## src/sv/spcb_pkg.sv

```systemverilog
// shared types, command codes and saturating arithmetic for the path to cubic converter
`default_nettype none

package spcb_pkg;

  localparam int COORD_W = 32;
  localparam int PROD_W  = 2 * COORD_W;
  localparam int IN_TDATA_W  = 6 * COORD_W;
  localparam int IN_TUSER_W  = 4;
  localparam int OUT_TDATA_W = 8 * COORD_W;

  // ceil(2^(COORD_W+1) / 3), exact for magnitudes below 2^COORD_W
  localparam logic [COORD_W-1:0] RECIP3 = 32'hAAAA_AAAB;

  typedef logic signed [COORD_W-1:0] coord_t;
  typedef logic [PROD_W-1:0] prod_t;

  typedef enum logic [2:0] {
    CMD_MOVE   = 3'd0,
    CMD_LINE   = 3'd1,
    CMD_CUBIC  = 3'd2,
    CMD_SMOOTH = 3'd3,
    CMD_CLOSE  = 3'd4
  } cmd_t;

  typedef struct packed {
    logic [2:0] req_type;
    logic       relative;
    coord_t     ctrl1_x;
    coord_t     ctrl1_y;
    coord_t     ctrl2_x;
    coord_t     ctrl2_y;
    coord_t     end_x;
    coord_t     end_y;
  } item_t;

  typedef struct packed {
    logic   line;
    coord_t ax;
    coord_t ay;
    coord_t p1x;
    coord_t p1y;
    coord_t p2x;
    coord_t p2y;
    coord_t bx;
    coord_t by;
  } seg_t;

  typedef struct packed {
    seg_t  seg;
    logic  neg_x;
    logic  neg_y;
    prod_t prod_x;
    prod_t prod_y;
  } div_t;

  localparam coord_t COORD_MAX = {1'b0, {(COORD_W-1){1'b1}}};
  localparam coord_t COORD_MIN = {1'b1, {(COORD_W-1){1'b0}}};

  function automatic coord_t sat_add(coord_t a, coord_t b);
    logic signed [COORD_W:0] s;
    s = {a[COORD_W-1], a} + {b[COORD_W-1], b};
    if (s[COORD_W] != s[COORD_W-1]) begin
      return s[COORD_W] ? COORD_MIN : COORD_MAX;
    end
    return s[COORD_W-1:0];
  endfunction

  function automatic coord_t sat_sub(coord_t a, coord_t b);
    logic signed [COORD_W:0] s;
    s = {a[COORD_W-1], a} - {b[COORD_W-1], b};
    if (s[COORD_W] != s[COORD_W-1]) begin
      return s[COORD_W] ? COORD_MIN : COORD_MAX;
    end
    return s[COORD_W-1:0];
  endfunction

endpackage

`default_nettype wire

```

## src/sv/spcb_div3.sv

```systemverilog
// line delta and reciprocal multiply for the divide by three
`default_nettype none

module spcb_div3 (
  input  wire spcb_pkg::seg_t seg,
  output spcb_pkg::div_t      div
);
  import spcb_pkg::*;

  coord_t dx, dy;
  logic [COORD_W-1:0] mag_x, mag_y;

  always_comb begin
    dx    = sat_sub(seg.bx, seg.ax);
    dy    = sat_sub(seg.by, seg.ay);
    mag_x = dx[COORD_W-1] ? COORD_W'(-dx) : COORD_W'(dx);
    mag_y = dy[COORD_W-1] ? COORD_W'(-dy) : COORD_W'(dy);
    div.seg    = seg;
    div.neg_x  = dx[COORD_W-1];
    div.neg_y  = dy[COORD_W-1];
    div.prod_x = PROD_W'(mag_x) * PROD_W'(RECIP3);
    div.prod_y = PROD_W'(mag_y) * PROD_W'(RECIP3);
  end

endmodule

`default_nettype wire

```

## config.mk

```make
export PLATFORM = sky130hd
export DESIGN_NAME = spcb_div3
export DESIGN_NICKNAME = d
export VERILOG_FILES = /design/src/sv/spcb_pkg.sv /design/src/sv/spcb_div3.sv
export SDC_FILE = /design/constraint.sdc
export NUM_CORES = 2
export LEC_CHECK = 0
export BUFFER_PORTS_ARGS = -buffer_cell sky130_fd_sc_hd__buf_2
export CAP_MARGIN = 10
export CORE_MARGIN = 1
export CORE_UTILIZATION = 61
export DETAILED_ROUTE_END_ITERATION = 16
export PLACE_DENSITY = 0.82
export SYNTH_ARGS = -nofsm -noshare
export SYNTH_HDL_FRONTEND = slang
export SYNTH_SLANG_ARGS = --single-unit
```

## constraint.sdc

```tcl
create_clock -name vclk -period 19.2
set_input_delay 1.92 -clock vclk [all_inputs]
set_output_delay 1.92 -clock vclk [all_outputs]
set_load 0.005 [all_outputs]
```

==> reports/metrics.cfg <==
[outcome]
status = complete, no violations

[routing]
ant_nets = 0
drc = 0
wirelength_um = 143000
drt-initial-drc-count = 2495
vias = 32600
routedWlPerCell_um = 25.6
firstDrtPassIters = 6
viasPerCell = 5.82

[synthesis]
synth_seq_area_share_pct = 0
yosys.area_share.simple_pct = 7.03
synth_area_per_cell_sq_um = 9.00
synth_fa_ha_area_share_pct = 59.8
synth_top_family_by_area = adder cells
yosys_warnings = 0
syn_nets = 6405
synth.cell_area_sq_mm = 0.0415
ys_types = 95
yosysTopAreaCellShare_pct = 36.4
synth_area_leader_cell = fa_1
synthCells = 4615
muxShareOfSynthArea_pct = 0.283
synth-xor-area-share_pct = 5.08
synth_compound_area_share_pct = 11.8
synth_area_leaders = fa_1 (36%), ha_1 (23%), inv_1 (11%)

[final_layout]
synthToLayoutAreaGrowth_pct = 2.85
layout_common_cells = inv_1 (1185), ha_1 (778), fa_1 (755), buf_2 (386), a21oi_1 (210)
finalNonFillerCells = 5601
nNetsFinal = 6509
drive_gt1_share_pct = 10.5
nClkBuffers = 0
fillerInstances = 5878
fin_util_pct = 63.5
register_area_sq_um = 0
seq_cell_count = 0
final_common_cell = inv_1

[worst_setup_path]
end_kind = output pin
critPathSlowestCell = and2_0
required_ns = 17.28
criticalPathCategory = in2out
cp.arrival_ns = 15.92
critPathLaunchType = primary input
critPathMaxFanout = 35
timing.critical_path.mode_cell = fa_1
slowest_delay_ns = 0.68

[floorplan]
start_util_pct = 61.7
fp.dieH_um = 263
die-area_sq_mm = 0.0691
ioPinCount = 644
rows = 95
die_x_um = 263
core-area_sq_mm = 0.0673

[grt]
grt_max_degree = 42
grt_pass1_vias = 33300
grtUsageTotal_pct = 41.6
grt_remaining_overflow = 0
antenna_found_initial = 14
grt_pass1_wl_um = 211000

[clock_network]
cts_hold_buf = 0
cts_setup_buffers = 0
cts_resized = 0

[timing]
setup-tns-final_ns = 0
min_period_ns = 17.84
fin_crit_sh_pct = 92.9
tightest_slew_ns = 1.33
rsz0062_at_grt = no
timing.final.max_slew_violations = 0
slew_headroom_pct = 11.1
max_freq_mhz = 56.0
setup_viol = 0
hold_violations = 0

[placed_design]
hpwl_um = 133000
gp_congestion = 1.14
io_buffers = 386
placedCellCount = 5590

[run]
drv_cap = 0

[worst_hold_path]
hp-class = in2out

-- critical path: cells and delay by family --
family / cells / cell delay [ns]
simple gates: 6 / 1.96
fa+ha+maj: 12 / 5.23
compound gates: 21 / 5.27
xor+xnor: 3 / 0.48
buf+inv: 8 / 1.03
-- stage by stage --
step	hold slack, ns	instance area (sq um)	setup slack, ns
4_1_cts	3.84	42700	1.57
3_3_place_gp	3.84	42700	1.65
5_1_grt	3.84	42700	0.551
6_report	3.84	42700	1.36
2_1_floorplan	3.92	41500	3.72
3_5_place_dp	3.84	42700	1.62
-- final timing paths --
kind,endpoint,slack (ns),from,cells after the start
worst max-delay path,div[60],1.36,seg[196],50
worst min-delay path,div[203],3.84,seg[73],0
-- routing by layer --
layer  routed length [um]  vias up  GRT usage (%)
li1                     -    14700              -
met1                56200    16000           52.8
met2                61900     1533           63.7
met3                15100      311           12.3
met4                 9990        4           23.0
met5                  269        -           2.01
-- layout make-up --
| class | instances | area, sq um | share of cell area, % |
|---|---|---|---|
| timing repair buffer | 424 | 2220 | 5.19 |
| antenna | 11 | 27.5 | 0.0645 |
| tap | 873 | 1090 | 2.56 |
| inverter | 1186 | 4450 | 10.4 |
| multi-input combinational | 3107 | 34900 | 81.8 |
-- synth_stat cells (52+ instances only) --
cell type,number
a21o_1,119
clkbuf_1,52
ha_1,778
nor2_1,150
buf_4,257
nand2_1,155
a21oi_1,212
o21ai_0,127
xnor2_1,144
xor2_1,95
inv_1,1185
fa_1,755
-- kinds of logic (layout without fill, tap and decap cells) --
family | Yosys count | count (layout)
XOR/XNOR | 240 | 240
AND/OR/NAND/NOR | 582 | 582
adder cells (fa/ha/maj) | 1533 | 1533
buffers and inverters | 1508 | 1610
multiplexers | 11 | 11
AO/OA/AOI/OAI | 741 | 741
other | 0 | 11
Power is left out: the tool's default activity adds up to more than one toggle a clock period on the data nets, which glitch-free logic cannot reach.
