`src/sv/spcb_pkg.sv`:
```
// shared types, command codes and saturating arithmetic for the path to cubic converter
`default_nettype none

package spcb_pkg;

  localparam int COORD_W = 32;
  localparam int PROD_W  = 2 * COORD_W;
  localparam int IN_TDATA_W  = 6 * COORD_W;
  localparam int IN_TUSER_W  = 4;
  localparam int OUT_TDATA_W = 8 * COORD_W;

  // ceil(2^(COORD_W+1) / 3), exact for magnitudes below 2^COORD_W
  localparam logic [COORD_W-1:0] RECIP3 = 32'hAAAA_AAAB;

  typedef logic signed [COORD_W-1:0] coord_t;
  typedef logic [PROD_W-1:0] prod_t;

  typedef enum logic [2:0] {
    CMD_MOVE   = 3'd0,
    CMD_LINE   = 3'd1,
    CMD_CUBIC  = 3'd2,
    CMD_SMOOTH = 3'd3,
    CMD_CLOSE  = 3'd4
  } cmd_t;

  typedef struct packed {
    logic [2:0] req_type;
    logic       relative;
    coord_t     ctrl1_x;
    coord_t     ctrl1_y;
    coord_t     ctrl2_x;
    coord_t     ctrl2_y;
    coord_t     end_x;
    coord_t     end_y;
  } item_t;

  typedef struct packed {
    logic   line;
    coord_t ax;
    coord_t ay;
    coord_t p1x;
    coord_t p1y;
    coord_t p2x;
    coord_t p2y;
    coord_t bx;
    coord_t by;
  } seg_t;

  typedef struct packed {
    seg_t  seg;
    logic  neg_x;
    logic  neg_y;
    prod_t prod_x;
    prod_t prod_y;
  } div_t;

  localparam coord_t COORD_MAX = {1'b0, {(COORD_W-1){1'b1}}};
  localparam coord_t COORD_MIN = {1'b1, {(COORD_W-1){1'b0}}};

  function automatic coord_t sat_add(coord_t a, coord_t b);
    logic signed [COORD_W:0] s;
    s = {a[COORD_W-1], a} + {b[COORD_W-1], b};
    if (s[COORD_W] != s[COORD_W-1]) begin
      return s[COORD_W] ? COORD_MIN : COORD_MAX;
    end
    return s[COORD_W-1:0];
  endfunction

  function automatic coord_t sat_sub(coord_t a, coord_t b);
    logic signed [COORD_W:0] s;
    s = {a[COORD_W-1], a} - {b[COORD_W-1], b};
    if (s[COORD_W] != s[COORD_W-1]) begin
      return s[COORD_W] ? COORD_MIN : COORD_MAX;
    end
    return s[COORD_W-1:0];
  endfunction

endpackage

`default_nettype wire

```
`src/sv/spcb_front.sv`:
```
// command decode, relative to absolute conversion and path state registers
`default_nettype none

module spcb_front (
  input  wire logic          clk,
  input  wire logic          rst_n,
  input  wire spcb_pkg::item_t item,
  input  wire logic          take,
  output spcb_pkg::seg_t     seg,
  output logic               emit
);
  import spcb_pkg::*;

  coord_t cur_x_r, cur_y_r, sub_x_r, sub_y_r, last_x_r, last_y_r;
  coord_t cur_x_nxt, cur_y_nxt, sub_x_nxt, sub_y_nxt, last_x_nxt, last_y_nxt;
  coord_t c1x, c1y, c2x, c2y, ex, ey, refl_x, refl_y;
  logic   upd_cur, upd_sub, upd_last;

  always_comb begin
    c1x = item.relative ? sat_add(item.ctrl1_x, cur_x_r) : item.ctrl1_x;
    c1y = item.relative ? sat_add(item.ctrl1_y, cur_y_r) : item.ctrl1_y;
    c2x = item.relative ? sat_add(item.ctrl2_x, cur_x_r) : item.ctrl2_x;
    c2y = item.relative ? sat_add(item.ctrl2_y, cur_y_r) : item.ctrl2_y;
    ex  = item.relative ? sat_add(item.end_x, cur_x_r) : item.end_x;
    ey  = item.relative ? sat_add(item.end_y, cur_y_r) : item.end_y;
    refl_x = sat_sub(sat_add(cur_x_r, cur_x_r), last_x_r);
    refl_y = sat_sub(sat_add(cur_y_r, cur_y_r), last_y_r);
  end

  always_comb begin
    seg.line = 1'b0;
    seg.ax   = cur_x_r;
    seg.ay   = cur_y_r;
    seg.p1x  = c1x;
    seg.p1y  = c1y;
    seg.p2x  = c2x;
    seg.p2y  = c2y;
    seg.bx   = ex;
    seg.by   = ey;
    emit     = 1'b0;
    upd_cur  = 1'b0;
    upd_sub  = 1'b0;
    upd_last = 1'b0;
    unique case (cmd_t'(item.req_type))
      CMD_MOVE: begin
        upd_cur = 1'b1;
        upd_sub = 1'b1;
      end
      CMD_LINE: begin
        emit     = 1'b1;
        seg.line = 1'b1;
        upd_cur  = 1'b1;
      end
      CMD_CUBIC: begin
        emit     = 1'b1;
        upd_cur  = 1'b1;
        upd_last = 1'b1;
      end
      CMD_SMOOTH: begin
        emit     = 1'b1;
        seg.p1x  = refl_x;
        seg.p1y  = refl_y;
        upd_cur  = 1'b1;
        upd_last = 1'b1;
      end
      CMD_CLOSE: begin
        // current point stays where it is
        emit     = 1'b1;
        seg.line = 1'b1;
        seg.bx   = sub_x_r;
        seg.by   = sub_y_r;
      end
      default: begin
        emit = 1'b0;
      end
    endcase
  end

  always_comb begin
    cur_x_nxt  = (take && upd_cur)  ? ex  : cur_x_r;
    cur_y_nxt  = (take && upd_cur)  ? ey  : cur_y_r;
    sub_x_nxt  = (take && upd_sub)  ? ex  : sub_x_r;
    sub_y_nxt  = (take && upd_sub)  ? ey  : sub_y_r;
    last_x_nxt = (take && upd_last) ? c2x : last_x_r;
    last_y_nxt = (take && upd_last) ? c2y : last_y_r;
  end

  always_ff @(posedge clk) begin
    if (!rst_n) begin
      cur_x_r  <= '0;
      cur_y_r  <= '0;
      sub_x_r  <= '0;
      sub_y_r  <= '0;
      last_x_r <= '0;
      last_y_r <= '0;
    end else begin
      cur_x_r  <= cur_x_nxt;
      cur_y_r  <= cur_y_nxt;
      sub_x_r  <= sub_x_nxt;
      sub_y_r  <= sub_y_nxt;
      last_x_r <= last_x_nxt;
      last_y_r <= last_y_nxt;
    end
  end

endmodule

`default_nettype wire

```
`config.mk`:
```
export PLATFORM = sky130hd
export DESIGN_NAME = spcb_front
export DESIGN_NICKNAME = d
export VERILOG_FILES = /design/src/sv/spcb_pkg.sv /design/src/sv/spcb_front.sv
export SDC_FILE = /design/constraint.sdc
export NUM_CORES = 1
export LEC_CHECK = 0
export ABC_AREA = 1
export BUFFER_PORTS_ARGS = -buffer_cell sky130_fd_sc_hd__clkbuf_2
export CORE_UTILIZATION = 24
export DETAILED_ROUTE_END_ITERATION = 10
export HOLD_SLACK_MARGIN = 0.15
export PLACE_DENSITY = 0.42
export SLEW_MARGIN = 20
export SYNTH_ARGS = -nofsm -noshare
export SYNTH_HDL_FRONTEND = slang
export SYNTH_SLANG_ARGS = --single-unit
```
`constraint.sdc`:
```
create_clock -name clk -period 4.4 [get_ports clk]
set_input_delay 0.22 -clock clk [delete_from_list [all_inputs] [get_ports clk]]
set_output_delay 0.22 -clock clk [all_outputs]
set_load 0.05 [all_outputs]
```
==> results of run 1 <==
==> per-layer routing <==
layer | routed length (microns) | GRT usage [%] | share of wire [%]
met3 | 9530 | 3.91 | 6.0
met5 | 125 | 0 | 0.078
met2 | 72600 | 40.6 | 45
met4 | 4120 | 6.49 | 2.6
met1 | 73400 | 33.4 | 46
==> state kept, by name, summed over array words and instances (netlist names) <==
| name | cells |
|---|---|
| last_x_r | 32 |
| cur_x_r | 32 |
| last_y_r | 32 |
| sub_x_r | 32 |
| cur_y_r | 32 |
| sub_y_r | 32 |
==> synth_stat cells, drive strengths merged (13+ instances only) <==
library cell	number	share of area, %
nand2	1702	22
inv	606	7.7
a21oi	519	9.1
o21ai	475	8.5
nand3	386	6.9
nor2	383	5.4
ha	268	11
dfxtp	192	13
or2	152	3.2
clkbuf	116	1.5
xor2	87	2.6
buf	51	1.4
nor3	43	0.78
o21bai	40	1.0
nand4	37	0.79
xnor2	37	1.1
nand3b	32	0.81
a21o	17	0.43
o21a	14	0.36
a31oi	13	0.28
==> worst max-delay path, delay by kind of cell (launching register included) <==
| family | cells | cell delay (ns) |
|---|---|---|
| AO/OA/AOI/OAI | 3 | 0.68 |
| adder cells (fa/ha/maj) | 2 | 0.64 |
| buffers and inverters | 4 | 0.75 |
| flip-flops | 1 | 0.39 |
| AND/OR/NAND/NOR | 12 | 1.24 |
==> metrics by stage <==
stage	setup WS [ns]	TNS, ns	area, sq um	power (mW)
final	-0.0382	-0.0408	38400	14.5
after global routing	-0.193	-5.33	38400	15.4
after CTS	-0.0149	-0.0185	37400	14.0
after detailed placement	0.185	0	35100	11.7
after global placement	0.177	0	35100	11.8
after floorplan	0.00453	0	29500	8.14
==> path summary, 6_finish.rpt <==
| check | from | endpoint | slack, ns | cells after the start |
|---|---|---|---|---|
| worst max-delay path | cur_y_r[5]$_SDFFE_PN0P_ | seg[129] | -0.04 | 21 |
| worst min-delay path | item[6] | sub_y_r[6]$_SDFFE_PN0P_ | 0.17 | 4 |
| worst max register to register | cur_y_r[0]$_SDFFE_PN0P_ | last_y_r[21]$_SDFFE_PN0P_ | 0.92 | 21 |
| worst min register to register | sub_x_r[0]$_SDFFE_PN0P_ | sub_x_r[0]$_SDFFE_PN0P_ | 0.55 | 2 |
==> kinds of logic (layout without fill, tap and decap cells) <==
group	Yosys count	count (layout)	synth area share, %
and+or+nand+nor	2753	2754	40.6
AOI/OAI and AO/OA	1095	1095	20.2
buffers and inverters	776	1381	10.6
adders and majority gates	276	276	11.9
DFF	192	192	13.0
xor gates and xnor gates	124	124	3.68
other	0	1	0
==> layout by cell type, fill, tap and decap left out, types with 9 or more instances in the layout <==
cell type,n
a21oi_1,467
nand3_2,34
dlygate4sd3_1,68
dfxtp_2,13
nand2_2,116
xnor2_1,37
nand4_1,37
nor3_1,37
clkbuf_2,380
xor2_1,86
nand3b_1,32
o21a_1,14
ha_1,214
nand3_1,349
nand2_1,1575
clkbuf_16,19
o21ai_1,100
buf_12,68
o21ai_2,48
a31oi_1,10
o21bai_1,40
o21ai_0,324
nor2_4,17
nor2_2,29
or2_2,149
ha_2,15
a21oi_2,46
ha_4,39
dfxtp_1,178
inv_2,20
clkbuf_4,9
nor2_1,336
buf_6,13
buf_4,188
a21o_1,17
inv_1,583
==> cell type report <==
class / instances / area, sq um
Clock buffer: 18 / 429
Tap cell: 1625 / 2030
Fill cell: 14000 / 83500
Sequential cell: 192 / 3860
Antenna cell: 1 / 2.50
Multi-Input combinational cell: 4249 / 23700
Clock inverter: 14 / 168
Inverter: 609 / 2310
Timing Repair Buffer: 740 / 5810
==> power groups by stage <==
| stage | Clock, mW | Sequential, mW | Combinational (mW) |
|---|---|---|---|
| global placement | 0 | 1.98 | 9.79 |
| finish | 1.67 | 1.95 | 10.9 |
| floorplan | 0 | 2.10 | 6.04 |
| global route | 1.79 | 1.96 | 11.6 |
| CTS | 1.74 | 1.94 | 10.3 |
| detailed placement | 0 | 1.98 | 9.74 |
==> what timing repair did <==
action                     in CTS  in global routing
hold buffers                   68                  0
pin swaps                      29                 36
hold endpoints to repair       98                  0
resized for setup             148                253
gates cloned                    4                  3
setup buffers                  34                 16
setup endpoints to repair      96                125
==> impl_results.md, run 1 <==
* Run status: finished, violations left
* Violated checks: setup timing
* Mapped Area at 29500 sq um
* H-tree levels at 4
* Critical-path cell list: buf_4 -> ha_1 -> nand2_1 -> nor2_1 -> nand2_1 -> nand3_2 -> a21o_1 -> nand2_2 -> nand2_1 -> a21bo_2 -> or2_0 -> nand2_1 -> inv_1 -> ha_4 -> buf_4 -> nor2_1 -> nor2_1 -> nand2_1 -> o211ai_1 -> nand2_4 -> buf_12
* Final Wtd Congestion at 0.967
* Worst-margin pin slew at 0.974 ns
* Asr flop ratio synth at 0%
* Vert. Die Dim at 353 microns
* Setup Skew at 0.0293 ns
* Comb pwr share at 75.0%
* Core footprint at 122000 sq um
* Antenna Violating Nets Remaining at 0
* CP max FO at 12
* CP max stage delay at 0.39 ns
* Max Cap Viol at 0
* Total CTS buffers at 17
* Pin count of the biggest net entering global routing at 116
* Global Route Usage Sum at 24.7%
* Clock buffer depth at 2
* Cell Pwr Density at 378 nW/um^2
* Sequential-to-total area share from yosys stat at 13.0%
* Final slew viol count at 0
* Max Freq at 225 MHz
* Share of cells above drive strength 1 at 21.9%
* Max_slew headroom at 35.1%
* Synth warn at 0
* Gate count of the mapped netlist at 5216
* Min-delay worst type: primary input to flip-flop
* Fin. Hold Viols at 0
* Internal at 6.28 mW
* Via/cell ratio at 4.87
* RSZ-0062 raised after global routing: true
* Worst vdd ir at 0.342 mV
* Worst Path Class, Setup: flip-flop to output port
* Detailed placement HPWL at 134 mm
* Synthesized area per cell at 5.65 sq um
* Final Worst Setup Slack at -0.0382 ns
* Hold Worst Slack at 0.171 ns
* WL/cell at 21.5 microns
* Initial detailed-routing violation count at 2838
* I/O pins at 457
* Crit path arrival time at 4.22 ns
* Post-synth cell types at 56
* Initial antenna violation count at 19
* Final net count at 6284
* Die area at 124000 sq um
* Most used cell, CP: nand2_1
* Setup Viol. Count Final at 2
* Post-route clock period utilization at 101%
* Grt ovf at 0
* Area grow syn2layout at 30.1%
* Root buf cell: clkbuf_16
* Placed cell count at 7291
* Number of synthesized flops with an enable pin at 0
* Kind of end point of the critical path: output port
* Clock transition at path regs at 0.07 ns
* Initial Utilization at 24.2%
* Min cycle time layout at 4.44 ns
* Final design utilization at 31.5%
* Die X at 353 microns
* Clk network pwr share at 11.6%
* Row count at 128
* Sw Share at 56.6%
* Critical path's slowest cell: dfxtp_1
* Startpoint Class: flip-flop
* Leak at 19.6 nW
* CTS tree: done
* Vias at 36300
* Syn_nets at 5691
* Worst path required time at 4.18 ns
* First-pass GRT wire length at 229 mm
* DRT Wirelength at 160 mm
* Most used flip-flop cell after synthesis: dfxtp_1
* Skew-Pair Late Insertion Delay at 0.53 ns
* Seq cells post-synth at 192
* Vias in the first global route at 34400
* Drc violations at 0
* Layout Cells excl Fill at 7448
* Register share of total power at 13.4%
* Clock Sinks at 192
* Net Sw Power at 8.21 mW
* IO buf count at 456
* First-pass DRT Iterations at 6
(Power assumes the default switching activity.)
==> run 2: changes to the inputs <==
--- a/config.mk
+++ b/config.mk
@@ -15,3 +15,4 @@
 export SYNTH_ARGS = -nofsm -noshare
 export SYNTH_HDL_FRONTEND = slang
 export SYNTH_SLANG_ARGS = --single-unit
+export TNS_END_PERCENT = 10
==> run 2 against run 1 <==
The flow now finishes without violations. Highest routed layer unchanged. Setup slack gained 0.16 ns. Hold slack gained 0.0015 ns. Sequential share of layout area shrank 0.11 points. Cell area grew 2.1%. Critical path depth grew 1. Count of clock-buffer cells in the layout grew 3. Cell count grew 0.34%. Power grew 1.6%. Sequential cell count is the same. Utilization grew 0.67 points.
==> impl_results.md, run 2 (synthesis gave the netlist of run 1 again) <==
* Run status: finished, final reports clean (was finished, violations left)
* Worst Path Class, Setup: flip-flop to output port (unchanged)
* Min-delay worst type: primary input to flip-flop (unchanged)
* CTS tree: done (unchanged)
* Core footprint at 122000 sq um (unchanged)
* H-tree levels at 4 (unchanged)
* WL/cell at 21.4 microns (was 21.5 microns)
* Skew-Pair Late Insertion Delay at 0.54 ns (was 0.53 ns)
* Grt peak-use layer: met2 (unchanged)
* Crit path arrival time at 4.05 ns (was 4.22 ns)
* Via/cell ratio at 4.85 (was 4.87)
* Worst-margin pin slew at 0.915 ns (was 0.974 ns)
* Vias in the first global route at 34200 (was 34400)
* IO buf count at 456 (unchanged)
* Row count at 128 (unchanged)
* Max Cap Viol at 0 (unchanged)
* Commonest non-fill, non-tap cell in the layout: nand2_1 (unchanged)
* Final slew viol count at 0 (unchanged)
* Grt ovf at 0 (unchanged)
* DRT Wirelength at 160 mm (about the same)
* Post-route clock period utilization at 97.1% (was 101%)
* Vias at 36200 (was 36300)
* Area of the multi-input gates at 24100 sq um (was 23700 sq um)
* Hold Worst Slack at 0.173 ns (was 0.171 ns)
* Met1 Use GR at 33.4% (about the same)
* Final Worst Setup Slack at 0.127 ns (was -0.0382 ns)
* Area grow syn2layout at 32.8% (was 30.1%)
* Fin. Hold Viols at 0 (unchanged)
* First-pass GRT wire length at 229 mm (unchanged)
* Share of cells above drive strength 1 at 23.6% (was 21.9%)
* Cell Pwr Density at 376 nW/um^2 (was 378 nW/um^2)
* Initial antenna violation count at 16 (was 19)
* Root buf cell: clkbuf_16 (unchanged)
* Storage element area at 3900 sq um (was 3860 sq um)
* Most frequent cells in the layout: nand2_1 (1560), inv_1 (578), a21oi_1 (454) (was nand2_1 (1575), inv_1 (583), a21oi_1 (467))
* Setup Skew at 0.0190 ns (was 0.0293 ns)
* Fill cell count at 13800 (was 14000)
* Total CTS buffers at 17 (unchanged)
* Drc violations at 0 (unchanged)
* Antenna Violating Nets Remaining at 0 (unchanged)
* Setup Viol. Count Final at 0 (was 2)
* GR Util met3 at 3.67% (was 3.91%)
* Clock transition at path regs at 0.08 ns (was 0.07 ns)
* Vert. Die Dim at 353 microns (unchanged)
* Power Total at 14.7 mW (was 14.5 mW)
* Kind of end point of the critical path: output port (unchanged)
* First-pass DRT Iterations at 6 (unchanged)
* Pin count of the biggest net entering global routing at 112 (was 116)
* Initial detailed-routing violation count at 2662 (was 2838)
* Clock Sinks at 192 (unchanged)
* Die area at 124000 sq um (unchanged)
* M2 GR Usage at 40.5% (was 40.6%)
* Leak at 19.8 nW (was 19.6 nW)
* Worst path required time at 4.18 ns (about the same)
* Global Route Usage Sum at 24.8% (was 24.7%)
* Detailed placement HPWL at 134 mm (about the same)
* Max_slew headroom at 39.0% (was 35.1%)
* Startpoint Class: flip-flop (unchanged)
* Min cycle time layout at 4.27 ns (was 4.44 ns)
* Final Wtd Congestion at 0.975 (was 0.967)
* Die X at 353 microns (unchanged)
* CP max FO at 9 (was 12)
* Final net count at 6305 (was 6284)
* Worst vdd ir at 0.298 mV (was 0.342 mV)
* Pre-CTS WS at 0.153 ns (was 0.185 ns)
* RSZ-0062 raised after global routing: true (unchanged)
* Max Freq at 234 MHz (was 225 MHz)
* Clock buffer depth at 2 (unchanged)
* Initial Utilization at 24.2% (unchanged)
* I/O pins at 457 (unchanged)
-- run 2: per-layer routing --
metal / part of all wire [%] / wire [microns]
met1: 46 / 73200
met2: 46 / 73200
met3: 5.5 / 8870
met4: 2.9 / 4570
met5: 0.064 / 102
-- run 2: final cells by class --
class                      instances  share of cell area, %
clock inverter                    11                  0.444
sequential                       192                   9.97
antenna                            5                 0.0319
multi-input combinational       4248                   61.6
clock buffer                      21                   1.20
timing repair buffer             762                   15.7
inverter                         609                   5.88
tap                             1625                   5.19
-- run 2: power breakdown --
| group | internal (mW) | total, mW | switching, mW |
|---|---|---|---|
| Clock | 1.00 | 1.85 | 0.850 |
| Combinational | 3.80 | 10.9 | 7.12 |
| Sequential | 1.84 | 1.96 | 0.118 |
-- run 2: path summary, 6_finish.rpt --
check / slack [ns] / startpoint / depth (start not counted) / to
min reg2reg: 0.55 / sub_y_r[27]$_SDFFE_PN0P_ / 2 / sub_y_r[27]$_SDFFE_PN0P_
max reg2reg: 0.74 / cur_y_r[0]$_SDFFE_PN0P_ / 21 / cur_y_r[1]$_SDFFE_PN0P_
min: 0.17 / item[116] / 5 / last_x_r[20]$_SDFFE_PN0P_
max: 0.13 / cur_y_r[0]$_SDFFE_PN0P_ / 22 / seg[141]
-- run 2: critical path: stages (launching register included) --
cell and delay (ns):
dfxtp_4 0.38, buf_8 0.15, ha_4 0.15, inv_1 0.05
fa_1 0.36, inv_2 0.10, nand3_1 0.07, nand2_1 0.10
nand2_1 0.07, nand3_2 0.11, nand2_1 0.08, nand2_2 0.13
nand3b_1 0.13, nand3_2 0.13, nand2_2 0.09, ha_4 0.32
clkinvlp_4 0.21, clkbuf_16 0.24, a21oi_1 0.17, nand2_1 0.07
o211ai_1 0.08, nand2_1 0.13, buf_12 0.17
-- run 2: repair_timing --
item | in CTS | in global routing
gates resized for setup | 159 | 401
buffers inserted | 20 | 43
gates cloned | 2 | 2
pin swaps | 40 | 69
hold buffers | 65 | 0
endpoints found under the setup margin | 91 | 124
endpoints found under the hold margin | 110 | 0
-- run 2: metrics by stage --
step                      instance area [sq um]  std cells  setup TNS [ns]  utilization, %
after floorplan                           29500       5216          -0.821               -
after global placement                    35300       7305               0            29.0
after detailed placement                  35300       7305               0            29.0
after CTS                                 37400       7424          -0.251            30.7
after global routing                      39200       7468           -1.21            32.1
final                                     39200       7473               0            32.1
