--- config.mk ---
export PLATFORM = sky130hd
export DESIGN_NAME = spcb_line
export DESIGN_NICKNAME = d
export VERILOG_FILES = /design/src/sv/spcb_pkg.sv /design/src/sv/spcb_line.sv
export SDC_FILE = /design/constraint.sdc
export NUM_CORES = 1
export LEC_CHECK = 0
export BUFFER_PORTS_ARGS = -buffer_cell sky130_fd_sc_hd__buf_2
export CAP_MARGIN = 15
export CELL_PAD_IN_SITES_DETAIL_PLACEMENT = 0
export CELL_PAD_IN_SITES_GLOBAL_PLACEMENT = 1
export CORE_AREA = 2 2 251 253
export DETAILED_ROUTE_END_ITERATION = 10
export DIE_AREA = 0 0 253 255
export GPL_ROUTABILITY_DRIVEN = 0
export PLACE_DENSITY_LB_ADDON = 0.1
export SLEW_MARGIN = 25
export SYNTH_ARGS = -nofsm -noshare
export SYNTH_HDL_FRONTEND = slang
export SYNTH_SLANG_ARGS = --single-unit
export TNS_END_PERCENT = 1
--- constraint.sdc ---
create_clock -name vclk -period 18.1
set_input_delay 1.81 -clock vclk [all_inputs]
set_output_delay 1.81 -clock vclk [all_outputs]
set_load 0.01 [all_outputs]
--- src/sv/spcb_pkg.sv ---
// shared types, command codes and saturating arithmetic for the path to cubic converter
`default_nettype none

package spcb_pkg;

  localparam int COORD_W = 32;
  localparam int PROD_W  = 2 * COORD_W;
  localparam int IN_TDATA_W  = 6 * COORD_W;
  localparam int IN_TUSER_W  = 4;
  localparam int OUT_TDATA_W = 8 * COORD_W;

  // ceil(2^(COORD_W+1) / 3), exact for magnitudes below 2^COORD_W
  localparam logic [COORD_W-1:0] RECIP3 = 32'hAAAA_AAAB;

  typedef logic signed [COORD_W-1:0] coord_t;
  typedef logic [PROD_W-1:0] prod_t;

  typedef enum logic [2:0] {
    CMD_MOVE   = 3'd0,
    CMD_LINE   = 3'd1,
    CMD_CUBIC  = 3'd2,
    CMD_SMOOTH = 3'd3,
    CMD_CLOSE  = 3'd4
  } cmd_t;

  typedef struct packed {
    logic [2:0] req_type;
    logic       relative;
    coord_t     ctrl1_x;
    coord_t     ctrl1_y;
    coord_t     ctrl2_x;
    coord_t     ctrl2_y;
    coord_t     end_x;
    coord_t     end_y;
  } item_t;

  typedef struct packed {
    logic   line;
    coord_t ax;
    coord_t ay;
    coord_t p1x;
    coord_t p1y;
    coord_t p2x;
    coord_t p2y;
    coord_t bx;
    coord_t by;
  } seg_t;

  typedef struct packed {
    seg_t  seg;
    logic  neg_x;
    logic  neg_y;
    prod_t prod_x;
    prod_t prod_y;
  } div_t;

  localparam coord_t COORD_MAX = {1'b0, {(COORD_W-1){1'b1}}};
  localparam coord_t COORD_MIN = {1'b1, {(COORD_W-1){1'b0}}};

  function automatic coord_t sat_add(coord_t a, coord_t b);
    logic signed [COORD_W:0] s;
    s = {a[COORD_W-1], a} + {b[COORD_W-1], b};
    if (s[COORD_W] != s[COORD_W-1]) begin
      return s[COORD_W] ? COORD_MIN : COORD_MAX;
    end
    return s[COORD_W-1:0];
  endfunction

  function automatic coord_t sat_sub(coord_t a, coord_t b);
    logic signed [COORD_W:0] s;
    s = {a[COORD_W-1], a} - {b[COORD_W-1], b};
    if (s[COORD_W] != s[COORD_W-1]) begin
      return s[COORD_W] ? COORD_MIN : COORD_MAX;
    end
    return s[COORD_W-1:0];
  endfunction

endpackage

`default_nettype wire

--- src/sv/spcb_line.sv ---
// quotient recovery and thirds-spaced control points for lines
`default_nettype none

module spcb_line (
  input  wire spcb_pkg::div_t div,
  output spcb_pkg::seg_t      seg
);
  import spcb_pkg::*;

  coord_t qx, qy, ux, uy;

  always_comb begin
    ux = {1'b0, div.prod_x[PROD_W-1:COORD_W+1]};
    uy = {1'b0, div.prod_y[PROD_W-1:COORD_W+1]};
    qx = div.neg_x ? -ux : ux;
    qy = div.neg_y ? -uy : uy;
    seg = div.seg;
    if (div.seg.line) begin
      seg.p1x = sat_add(div.seg.ax, qx);
      seg.p1y = sat_add(div.seg.ay, qy);
      seg.p2x = sat_sub(div.seg.bx, qx);
      seg.p2y = sat_sub(div.seg.by, qy);
    end
  end

endmodule

`default_nettype wire

==> flow_summary.yaml, run 1 <==
setup_path:
  critical_setup_path_class: "in2out"
  cp_max_fo: 35
  critPathRequiredTime_ns: 16.29
  critPathCaptureType: "primary output"
  timing.critical_path.from_type: "input pin"
  worst-endpoint-arrival_ns: 9.38
routing:
  routed_via_density: 4.737
  drt_first_pass_iters: 5
  remaining_drc_errors: 0
  route.antenna.remaining_nets: 0
  routed-via-count: 13836
  initialDrtViolationCount: 541
  drt-total-wl_um: 59260
  wl_per_cell_um: 20.29
timing:
  layout_min_cycle_time_ns: 11.19
  max_freq_mhz: 89.36
  timing.setup.tns_ns: 0
  slew_violations: 0
  max_slew.worst_pin.slew_ns: 1.048
  rsz0062_at_grt: "false"
  number_of_hold_violations_in_the_final_report: 0
  layout_worst_path_cycle_share_pct: 61.83
  final_critical_path_setup_slack_ns: 6.909
  finalSetupViolations: 0
  maxSlewHeadroom_pct: 29.25
synth:
  yosys.cell_types.count: 66
  synth_largest_type_area_fraction_pct: 14.95
  ys.warnings.count: 0
  syn_inst: 1733
  syn_avg_cell_area_um2: 6.663
  syn-num-nets: 2262
  dominant_cells_by_area_after_synthesis: "sky130_fd_sc_hd__ha_1 15%, sky130_fd_sc_hd__buf_4 8.4%, sky130_fd_sc_hd__xnor2_1 6.6%"
  synthesis.area_um2: 11550
  seq_area_frac_synth_pct: 0
  yosysTopAreaCell: "sky130_fd_sc_hd__ha_1"
floorplanning:
  area_of_the_die_um2: 64520
  die_width_um: 253
  initial_utilization_pct: 18.58
  row_count: 92
  design.portCount: 644
  die_height_um: 255
  placeableCoreArea_um2: 62160
global_routing:
  via_count_of_the_first_global_routing_pass: 13691
  gr-usage-all-layers_pct: 17.03
  total_gr_overflow: 0
  grt_start_max_net_pins: 97
  initial_antenna_violation_count: 5
  grt_first_pass_wirelength_um: 84360
placement:
  post-dp-hpwl_um: 52230
  preCtsSetupSlack_ns: 6.928
  place.port_buffers: 578
final_layout:
  seq_cell_count: 0
  register_area_um2: 0
  layout.cells.most_common: "sky130_fd_sc_hd__buf_2"
  fin_nets: 2648
  clock_buffer_count: 0
  drive_gt1_share_pct: 29.29
  area.growth.synth_to_final_pct: 23.69
  postLayoutCoreUtil_pct: 22.98
  most-common-layout-cells: "577 x sky130_fd_sc_hd__buf_2, 142 x sky130_fd_sc_hd__a21oi_1, 138 x sky130_fd_sc_hd__ha_1, 137 x sky130_fd_sc_hd__nor2_1, 114 x sky130_fd_sc_hd__o21ai_0"
pwr:
  power-per-cell-area_nw_per_um2: 59.24
  power.static_leakage_uw: 0.007083
  worst_ir_drop_on_vdd_mv: 0.01557
worst_hold_path:
  min_path_type: "in2out"
run:
  maxCapViolCount: 0
status:
  status: "completed"
clocking:
  ctsHoldBuffers: 0
  post_cts_buffers: 0
  postCtsResizedCells: 0
[layer usage]
| metal | GRT usage (%) | vias up | part of all wire, % |
|---|---|---|---|
| met3 | 1.281 | 31 | 3.3 |
| met1 | 20.11 | 6433 | 42 |
| met5 | 0 | - | 0 |
| met2 | 33.63 | 361 | 53 |
| met4 | 2.756 | 0 | 1.6 |
| li1 | - | 7011 | - |
[power by group]
group	total [uW]	internal [uW]	switching (uW)
sequential	0	0	0
combinational	846	329	517
clock	0.0000373	0.0000373	0
total	846	329	517
[Yosys cell counts (19+ instances only)]
master,number
sky130_fd_sc_hd__nand2b_1,38
sky130_fd_sc_hd__or3_1,22
sky130_fd_sc_hd__a211oi_1,20
sky130_fd_sc_hd__and3_1,19
sky130_fd_sc_hd__a21oi_1,142
sky130_fd_sc_hd__buf_4,129
sky130_fd_sc_hd__ha_1,138
sky130_fd_sc_hd__xnor2_1,87
sky130_fd_sc_hd__o21ai_0,114
sky130_fd_sc_hd__nand3_1,33
sky130_fd_sc_hd__o2bb2ai_1,27
sky130_fd_sc_hd__clkbuf_1,71
sky130_fd_sc_hd__nand2_1,113
sky130_fd_sc_hd__a31oi_1,54
sky130_fd_sc_hd__a21o_1,79
sky130_fd_sc_hd__nor2_1,137
sky130_fd_sc_hd__inv_1,111
sky130_fd_sc_hd__nand4_1,22
sky130_fd_sc_hd__xor2_1,73
sky130_fd_sc_hd__nor3_1,21
[stage by stage]
stage / power (uW) / hold slack [ns] / area (um^2) / instances
global route: 941.4 / 3.840 / 14270 / 2918
CTS: 864.2 / 3.829 / 14270 / 2916
detailed placement: 858.9 / 3.831 / 14270 / 2916
finish: 846.1 / 3.826 / 14280 / 2921
floorplan: 555.0 / 3.712 / 11550 / 1733
global placement: 863.7 / 3.828 / 14260 / 2916
[kinds of logic after synthesis]
family	after synthesis	share of synthesized area (%)
xor+xnor	160	12.14
simple gates	486	20.81
mux	5	0.4334
buf+inv	312	14.34
compound gates	628	36.63
fa+ha+maj	142	15.65
[layout make-up]
cell class                      instances  area, um^2
Antenna cell                            5       12.51
Fill cell                            7180       47880
Inverter                              111       416.7
Multi-Input combinational cell       1421        9902
Tap cell                              799       999.7
Timing Repair Buffer                  585        2952
[path summary, 6_finish.rpt]
check / start / endpoint / slack, ns / cells after the start
worst max-delay path: div[33] / seg[131] / 6.91 / 22
worst min-delay path: div[382] / seg[252] / 3.83 / 2
[critical path: stages]
cell and delay, ns:
sky130_fd_sc_hd__buf_2 0.16, sky130_fd_sc_hd__inv_1 0.09, sky130_fd_sc_hd__nand2_1 0.07, sky130_fd_sc_hd__or4_1 0.41
sky130_fd_sc_hd__or2_2 0.34, sky130_fd_sc_hd__o41ai_1 0.55, sky130_fd_sc_hd__nand2_1 0.13, sky130_fd_sc_hd__xor2_1 0.44
sky130_fd_sc_hd__ha_1 0.39, sky130_fd_sc_hd__and3_1 0.22, sky130_fd_sc_hd__and2_1 0.16, sky130_fd_sc_hd__a221o_1 0.34
sky130_fd_sc_hd__a41o_1 0.32, sky130_fd_sc_hd__a2111oi_0 0.60, sky130_fd_sc_hd__o21ai_0 0.19, sky130_fd_sc_hd__o211a_1 0.20
sky130_fd_sc_hd__a311oi_1 0.50, sky130_fd_sc_hd__xnor2_1 0.14, sky130_fd_sc_hd__ha_1 0.96, sky130_fd_sc_hd__nand3_2 0.76
sky130_fd_sc_hd__a31oi_1 0.41, sky130_fd_sc_hd__buf_2 0.19
No activity file was read; power rests on OpenSTA's default activity.
==> inputs of run 2 (changes only) <==
--- a/config.mk
+++ b/config.mk
@@ -5,13 +5,14 @@
 export SDC_FILE = /design/constraint.sdc
 export NUM_CORES = 1
 export LEC_CHECK = 0
+export ABC_AREA = 1
 export BUFFER_PORTS_ARGS = -buffer_cell sky130_fd_sc_hd__buf_2
 export CAP_MARGIN = 15
 export CELL_PAD_IN_SITES_DETAIL_PLACEMENT = 0
 export CELL_PAD_IN_SITES_GLOBAL_PLACEMENT = 1
-export CORE_AREA = 2 2 251 253
+export CORE_AREA = 2 2 252 254
 export DETAILED_ROUTE_END_ITERATION = 10
-export DIE_AREA = 0 0 253 255
+export DIE_AREA = 0 0 254 256
 export GPL_ROUTABILITY_DRIVEN = 0
 export PLACE_DENSITY_LB_ADDON = 0.1
 export SLEW_MARGIN = 25
==> constraint.sdc (replaced) <==
create_clock -name vclk -period 9.51
set_input_delay 0.951 -clock vclk [all_inputs]
set_output_delay 0.951 -clock vclk [all_outputs]
set_load 0.01 [all_outputs]
==> run 2 against run 1 <==
Worst setup slack got worse by 5.0 ns. Sequential cell count is the same. Non-clock buffer count fell by 2. Largest power group unchanged. Cell area up 14%.
==> flow_summary.yaml, run 2 <==
status:
  status: "completed"
pwr:
  power_switching_uw: 1133
  switching_share_pct: 65.76
  clockPowerShare_pct: 0
  p_seq_share_pct: 0
  worst_ir_drop_on_vdd_mv: 0.03666
  comb_power_share_pct: 100.0
  power.static_leakage_uw: 0.009051
  power.internal_uw: 589.9
  post_route_total_power_uw: 1723
  power-per-cell-area_nw_per_um2: 105.5
timing:
  layout_worst_path_cycle_share_pct: 79.70
  rsz0062_at_grt: "false"
  max_freq_mhz: 131.9
  number_of_hold_violations_in_the_final_report: 0
  finalSetupViolations: 0
  max_slew.worst_pin.slew_ns: 0.9391
  maxSlewHeadroom_pct: 37.40
  slew_violations: 0
  layout_min_cycle_time_ns: 7.579
  timing.setup.tns_ns: 0
final_layout:
  area.growth.synth_to_final_pct: 20.08
  fin_nets: 3533
  clock_buffer_count: 0
  register_area_um2: 0
  most-common-layout-cells: "835 x sky130_fd_sc_hd__nand2_1, 577 x sky130_fd_sc_hd__buf_2, 316 x sky130_fd_sc_hd__nor2_1, 277 x sky130_fd_sc_hd__inv_1, 204 x sky130_fd_sc_hd__a21oi_1"
  seq_cell_count: 0
  layout.cells.most_common: "sky130_fd_sc_hd__nand2_1"
  drive_gt1_share_pct: 22.95
synth:
  synth_largest_type_area_fraction_pct: 23.04
  ys.warnings.count: 0
  dominant_cells_by_area_after_synthesis: "sky130_fd_sc_hd__nand2_1 23%, sky130_fd_sc_hd__ha_1 13%, sky130_fd_sc_hd__nor2_1 8.7%"
  seq_area_frac_synth_pct: 0
  syn_avg_cell_area_um2: 5.228
  synthesis.area_um2: 13600
  yosysTopAreaCell: "sky130_fd_sc_hd__nand2_1"
  syn_inst: 2602
  most_frequent_cell_after_synthesis: "sky130_fd_sc_hd__nand2_1"
  syn-num-nets: 3131
  synth_commonest_cells: "835 x sky130_fd_sc_hd__nand2_1, 316 x sky130_fd_sc_hd__nor2_1, 277 x sky130_fd_sc_hd__inv_1"
  yosys.cell_types.count: 43
setup_path:
  crit_path_top_delay_cell: "sky130_fd_sc_hd__inv_1"
  cp_common_cell: "sky130_fd_sc_hd__inv_1"
  worst-endpoint-arrival_ns: 6.63
  critPathCaptureType: "primary output"
  cp_slowest_stage_delay_ns: 0.70
  critPathRequiredTime_ns: 8.56
  cp_max_fo: 22
  critical_setup_path_class: "in2out"
  timing.critical_path.from_type: "input pin"
placement:
  place.port_buffers: 578
  post-dp-hpwl_um: 59980
global_routing:
  grt_first_pass_wirelength_um: 98340
  gr-usage-all-layers_pct: 19.41
  total_gr_overflow: 0
  grt_start_max_net_pins: 90
  via_count_of_the_first_global_routing_pass: 17287
  initial_antenna_violation_count: 11
floorplanning:
  die_height_um: 256
  row_count: 92
  initial_utilization_pct: 21.81
  design.portCount: 644
  area_of_the_die_um2: 65020
  placeableCoreArea_um2: 62390
  die_width_um: 254
routing:
  drt-total-wl_um: 66570
  drt_first_pass_iters: 7
  routed-via-count: 17719
  routed_via_density: 4.599
  initialDrtViolationCount: 894
  remaining_drc_errors: 0
  route.antenna.remaining_nets: 0
  wl_per_cell_um: 17.28
run:
  maxCapViolCount: 0
clocking:
  post_cts_buffers: 0
  ctsHoldBuffers: 0
  postCtsResizedCells: 0
worst_hold_path:
  worst_hold_path.endpoint: "seg[223]"
  holdCritStartpoint: "div[353]"
  min_path_type: "in2out"
  hold_depth: 2
[run 2: cells by family (layout without fill, tap and decap cells)]
| kind of cell | after synthesis | count (layout) | synth area share [%] |
|---|---|---|---|
| AO/OA/AOI/OAI | 449 | 449 | 18.74 |
| AND/OR/NAND/NOR | 1460 | 1460 | 45.08 |
| XOR/XNOR | 88 | 88 | 5.665 |
| buffers and inverters | 463 | 863 | 17.24 |
| adder cells (fa/ha/maj) | 142 | 142 | 13.28 |
| other | 0 | 5 | 0 |
[run 2: final cells by class]
cell class / count / area, um^2
Fill cell: 7458 / 46050
Multi-Input combinational cell: 2139 / 11260
Timing Repair Buffer: 583 / 2953
Tap cell: 846 / 1059
Inverter: 280 / 1052
Antenna cell: 5 / 12.51
[run 2: metal layers]
| layer | vias up | track usage, % | routed length [um] |
|---|---|---|---|
| met4 | 14 | 2.075 | 671 |
| met3 | 43 | 1.159 | 2618 |
| met5 | - | 0 | 80 |
| met2 | 494 | 38.32 | 35270 |
| li1 | 9176 | - | - |
| met1 | 7992 | 23.23 | 27930 |
[run 2: critical path, delay by kind of cell]
| kind | cells | cell delay, ns |
|---|---|---|
| xor gates and xnor gates | 2 | 0.50 |
| AOI/OAI and AO/OA | 8 | 1.63 |
| and+or+nand+nor | 9 | 1.10 |
| buffers and inverters | 7 | 1.39 |
| adders and majority gates | 3 | 1.03 |
[run 2: through the flow]
stage               utilization [%]  worst slack, ns  cells  area, um^2  hold slack (ns)
global placement              26.12            2.006   3847       16300            2.109
detailed placement            26.16            1.939   3848       16320            2.109
CTS                           26.16            1.898   3848       16320            2.109
floorplan                         -            3.880   2602       13600            1.994
global route                  26.18            1.211   3852       16330            2.118
finish                        26.18            1.931   3853       16340            2.109
[run 2: power groups by stage]
stage	clock, uW	sequential, uW	combinational, uW
finish	0.0000707	0	1720
global route	0.0000564	0	1950
CTS	0	0	1760
detailed placement	0	0	1750
global placement	0	0	1750
floorplan	0	0	1180
[run 2: worst max-delay path by stage]
stage          cells after the start  endpoint  slack [ns]     from
3_3_place_gp                      28  seg[141]        2.01  div[33]
2_1_floorplan                     28  seg[141]        3.88  div[34]
6_report                          29  seg[109]        1.93  div[97]
3_5_place_dp                      29  seg[110]        1.94  div[97]
5_1_grt                           28   seg[77]        1.21  div[33]
4_1_cts                           29  seg[110]        1.90  div[97]
==> inputs of run 3 (changes only) <==
--- a/config.mk
+++ b/config.mk
@@ -10,9 +10,9 @@
 export CAP_MARGIN = 15
 export CELL_PAD_IN_SITES_DETAIL_PLACEMENT = 0
 export CELL_PAD_IN_SITES_GLOBAL_PLACEMENT = 1
-export CORE_AREA = 2 2 252 254
+export CORE_AREA = 2 2 254 256
 export DETAILED_ROUTE_END_ITERATION = 10
-export DIE_AREA = 0 0 254 256
+export DIE_AREA = 0 0 256 258
 export GPL_ROUTABILITY_DRIVEN = 0
 export PLACE_DENSITY_LB_ADDON = 0.1
 export SLEW_MARGIN = 25
==> constraint.sdc (replaced) <==
create_clock -name vclk -period 7.5
set_input_delay 0.75 -clock vclk [all_inputs]
set_output_delay 0.75 -clock vclk [all_outputs]
set_load 0.01 [all_outputs]
==> run 3 against run 2 <==
Clock-buffer cell count did not move. Sequential cell count is the same. Combinational power up 29%. Power rose by 29%. Cell count is 0.55% higher. Core utilization shrank 0.41 points. Worst setup slack worse by 0.95 ns. Sequential share of layout area is the same. Cell area up 0.44%. Critical path depth unchanged. Highest routed layer unchanged.
==> flow_summary.yaml, run 3 (synthesis results as in run 2) <==
status:
  status: "completed"
floorplanning:
  row_count: 93
  design.portCount: 644
  initial_utilization_pct: 21.37
  area_of_the_die_um2: 66050
  die_height_um: 258
  die_width_um: 256
  placeableCoreArea_um2: 63650
timing:
  max_freq_mhz: 153.5
  layout_worst_path_cycle_share_pct: 86.86
  number_of_hold_violations_in_the_final_report: 0
  slew_violations: 0
  max_slew.worst_pin.slew_ns: 0.9325
  layout_min_cycle_time_ns: 6.515
  timing.setup.tns_ns: 0
  final_critical_path_setup_slack_ns: 0.9853
  maxSlewHeadroom_pct: 37.83
  rsz0062_at_grt: "false"
  finalSetupViolations: 0
global_routing:
  total_gr_overflow: 0
  initial_antenna_violation_count: 11
  via_count_of_the_first_global_routing_pass: 17633
  gr-usage-all-layers_pct: 19.14
  grt_first_pass_wirelength_um: 99340
  grt_start_max_net_pins: 90
placement:
  post-dp-hpwl_um: 60800
  dp_cells: 3867
  preCtsSetupSlack_ns: 0.9324
  place.port_buffers: 578
clocking:
  post_cts_buffers: 0
  postCtsResizedCells: 0
  ctsHoldBuffers: 0
final_layout:
  seq_cell_count: 0
  layout.cells.most_common: "sky130_fd_sc_hd__nand2_1"
  fillCellCount: 7695
  most-common-layout-cells: "835 x sky130_fd_sc_hd__nand2_1, 577 x sky130_fd_sc_hd__buf_2, 316 x sky130_fd_sc_hd__nor2_1, 277 x sky130_fd_sc_hd__inv_1, 204 x sky130_fd_sc_hd__a21oi_1"
  total_area_of_multi_input_combinational_cells_um2: 11260
  register_area_um2: 0
  clock_buffer_count: 0
  finalNonFillerCells: 3874
  fin_nets: 3543
  drive_gt1_share_pct: 23.21
  area.growth.synth_to_final_pct: 20.60
  postLayoutCoreUtil_pct: 25.78
pwr:
  post_route_total_power_uw: 2216
  power-per-cell-area_nw_per_um2: 135.1
  worst_ir_drop_on_vdd_mv: 0.06915
  power.static_leakage_uw: 0.009091
worst_hold_path:
  hold_depth: 2
  worst_hold_path.endpoint: "seg[31]"
  min_path_type: "in2out"
  holdCritStartpoint: "div[161]"
routing:
  route.antenna.remaining_nets: 0
  drt-total-wl_um: 67000
  drt_first_pass_iters: 6
  remaining_drc_errors: 0
  wl_per_cell_um: 17.29
  initialDrtViolationCount: 871
  routed_via_density: 4.599
  routed-via-count: 17816
setup_path:
  cp_max_fo: 21
  critical_path_cell_count: 29
  cp_slowest_stage_delay_ns: 0.39
  cp_common_cell: "sky130_fd_sc_hd__nor2_1"
  critPathCaptureType: "primary output"
  crit_path_top_delay_cell: "sky130_fd_sc_hd__ha_1"
  critPathRequiredTime_ns: 6.75
  timing.critical_path.from: "div[33]"
  worstPathBufferInverterCount: 7
  kind_of_cell_adding_the_most_delay_to_the_critical_path: "simple AND/OR/NAND/NOR gates"
  timing.critical_path.from_type: "input pin"
  worst-endpoint-arrival_ns: 5.76
  critical_setup_path_class: "in2out"
run:
  maxCapViolCount: 0
==> run 3: cell count changes in the layout (fill, tap and decap cells not counted) <==
cell	before	now
sky130_fd_sc_hd__buf_16	1	0
sky130_fd_sc_hd__buf_4	5	16
sky130_fd_sc_hd__diode_2	5	7
==> run 3: power by group <==
group	leakage (uW)	internal (uW)	switching, uW
clock network	0.0000000444	0.000125	0
registers	0	0	0
logic	0.00909	770	1450
total	0.00909	770	1450
==> run 3: worst max path at each step <==
| stage | to |
|---|---|
| after CTS | seg[109] |
| after floorplan | seg[141] |
| after detailed placement | seg[109] |
| final | seg[77] |
| after global placement | seg[109] |
| after global routing | seg[133] |
==> run 3: cell type report <==
type / instances / share of cell area (%)
Antenna cell: 7 / 0.1068
Inverter: 280 / 6.413
Multi-Input combinational cell: 2139 / 68.63
Tap cell: 855 / 6.520
Timing Repair Buffer: 593 / 18.33
==> run 3: through the flow <==
step,instance area [um^2],hold WS (ns)
6_report,16410,1.706
5_1_grt,16400,1.714
3_3_place_gp,16390,1.707
4_1_cts,16390,1.709
3_5_place_dp,16390,1.706
2_1_floorplan,13600,1.592
==> run 3: layer usage <==
metal  wire [um]  part of all wire (%)  vias to the layer above  GRT usage (%)
met5          62                 0.093                        -              0
met4        1399                   2.1                       10          3.931
met3        2701                   4.0                       60          1.404
met2       34760                    52                      504          37.32
met1       28080                    42                     8070          22.70
li1            -                     -                     9172              -
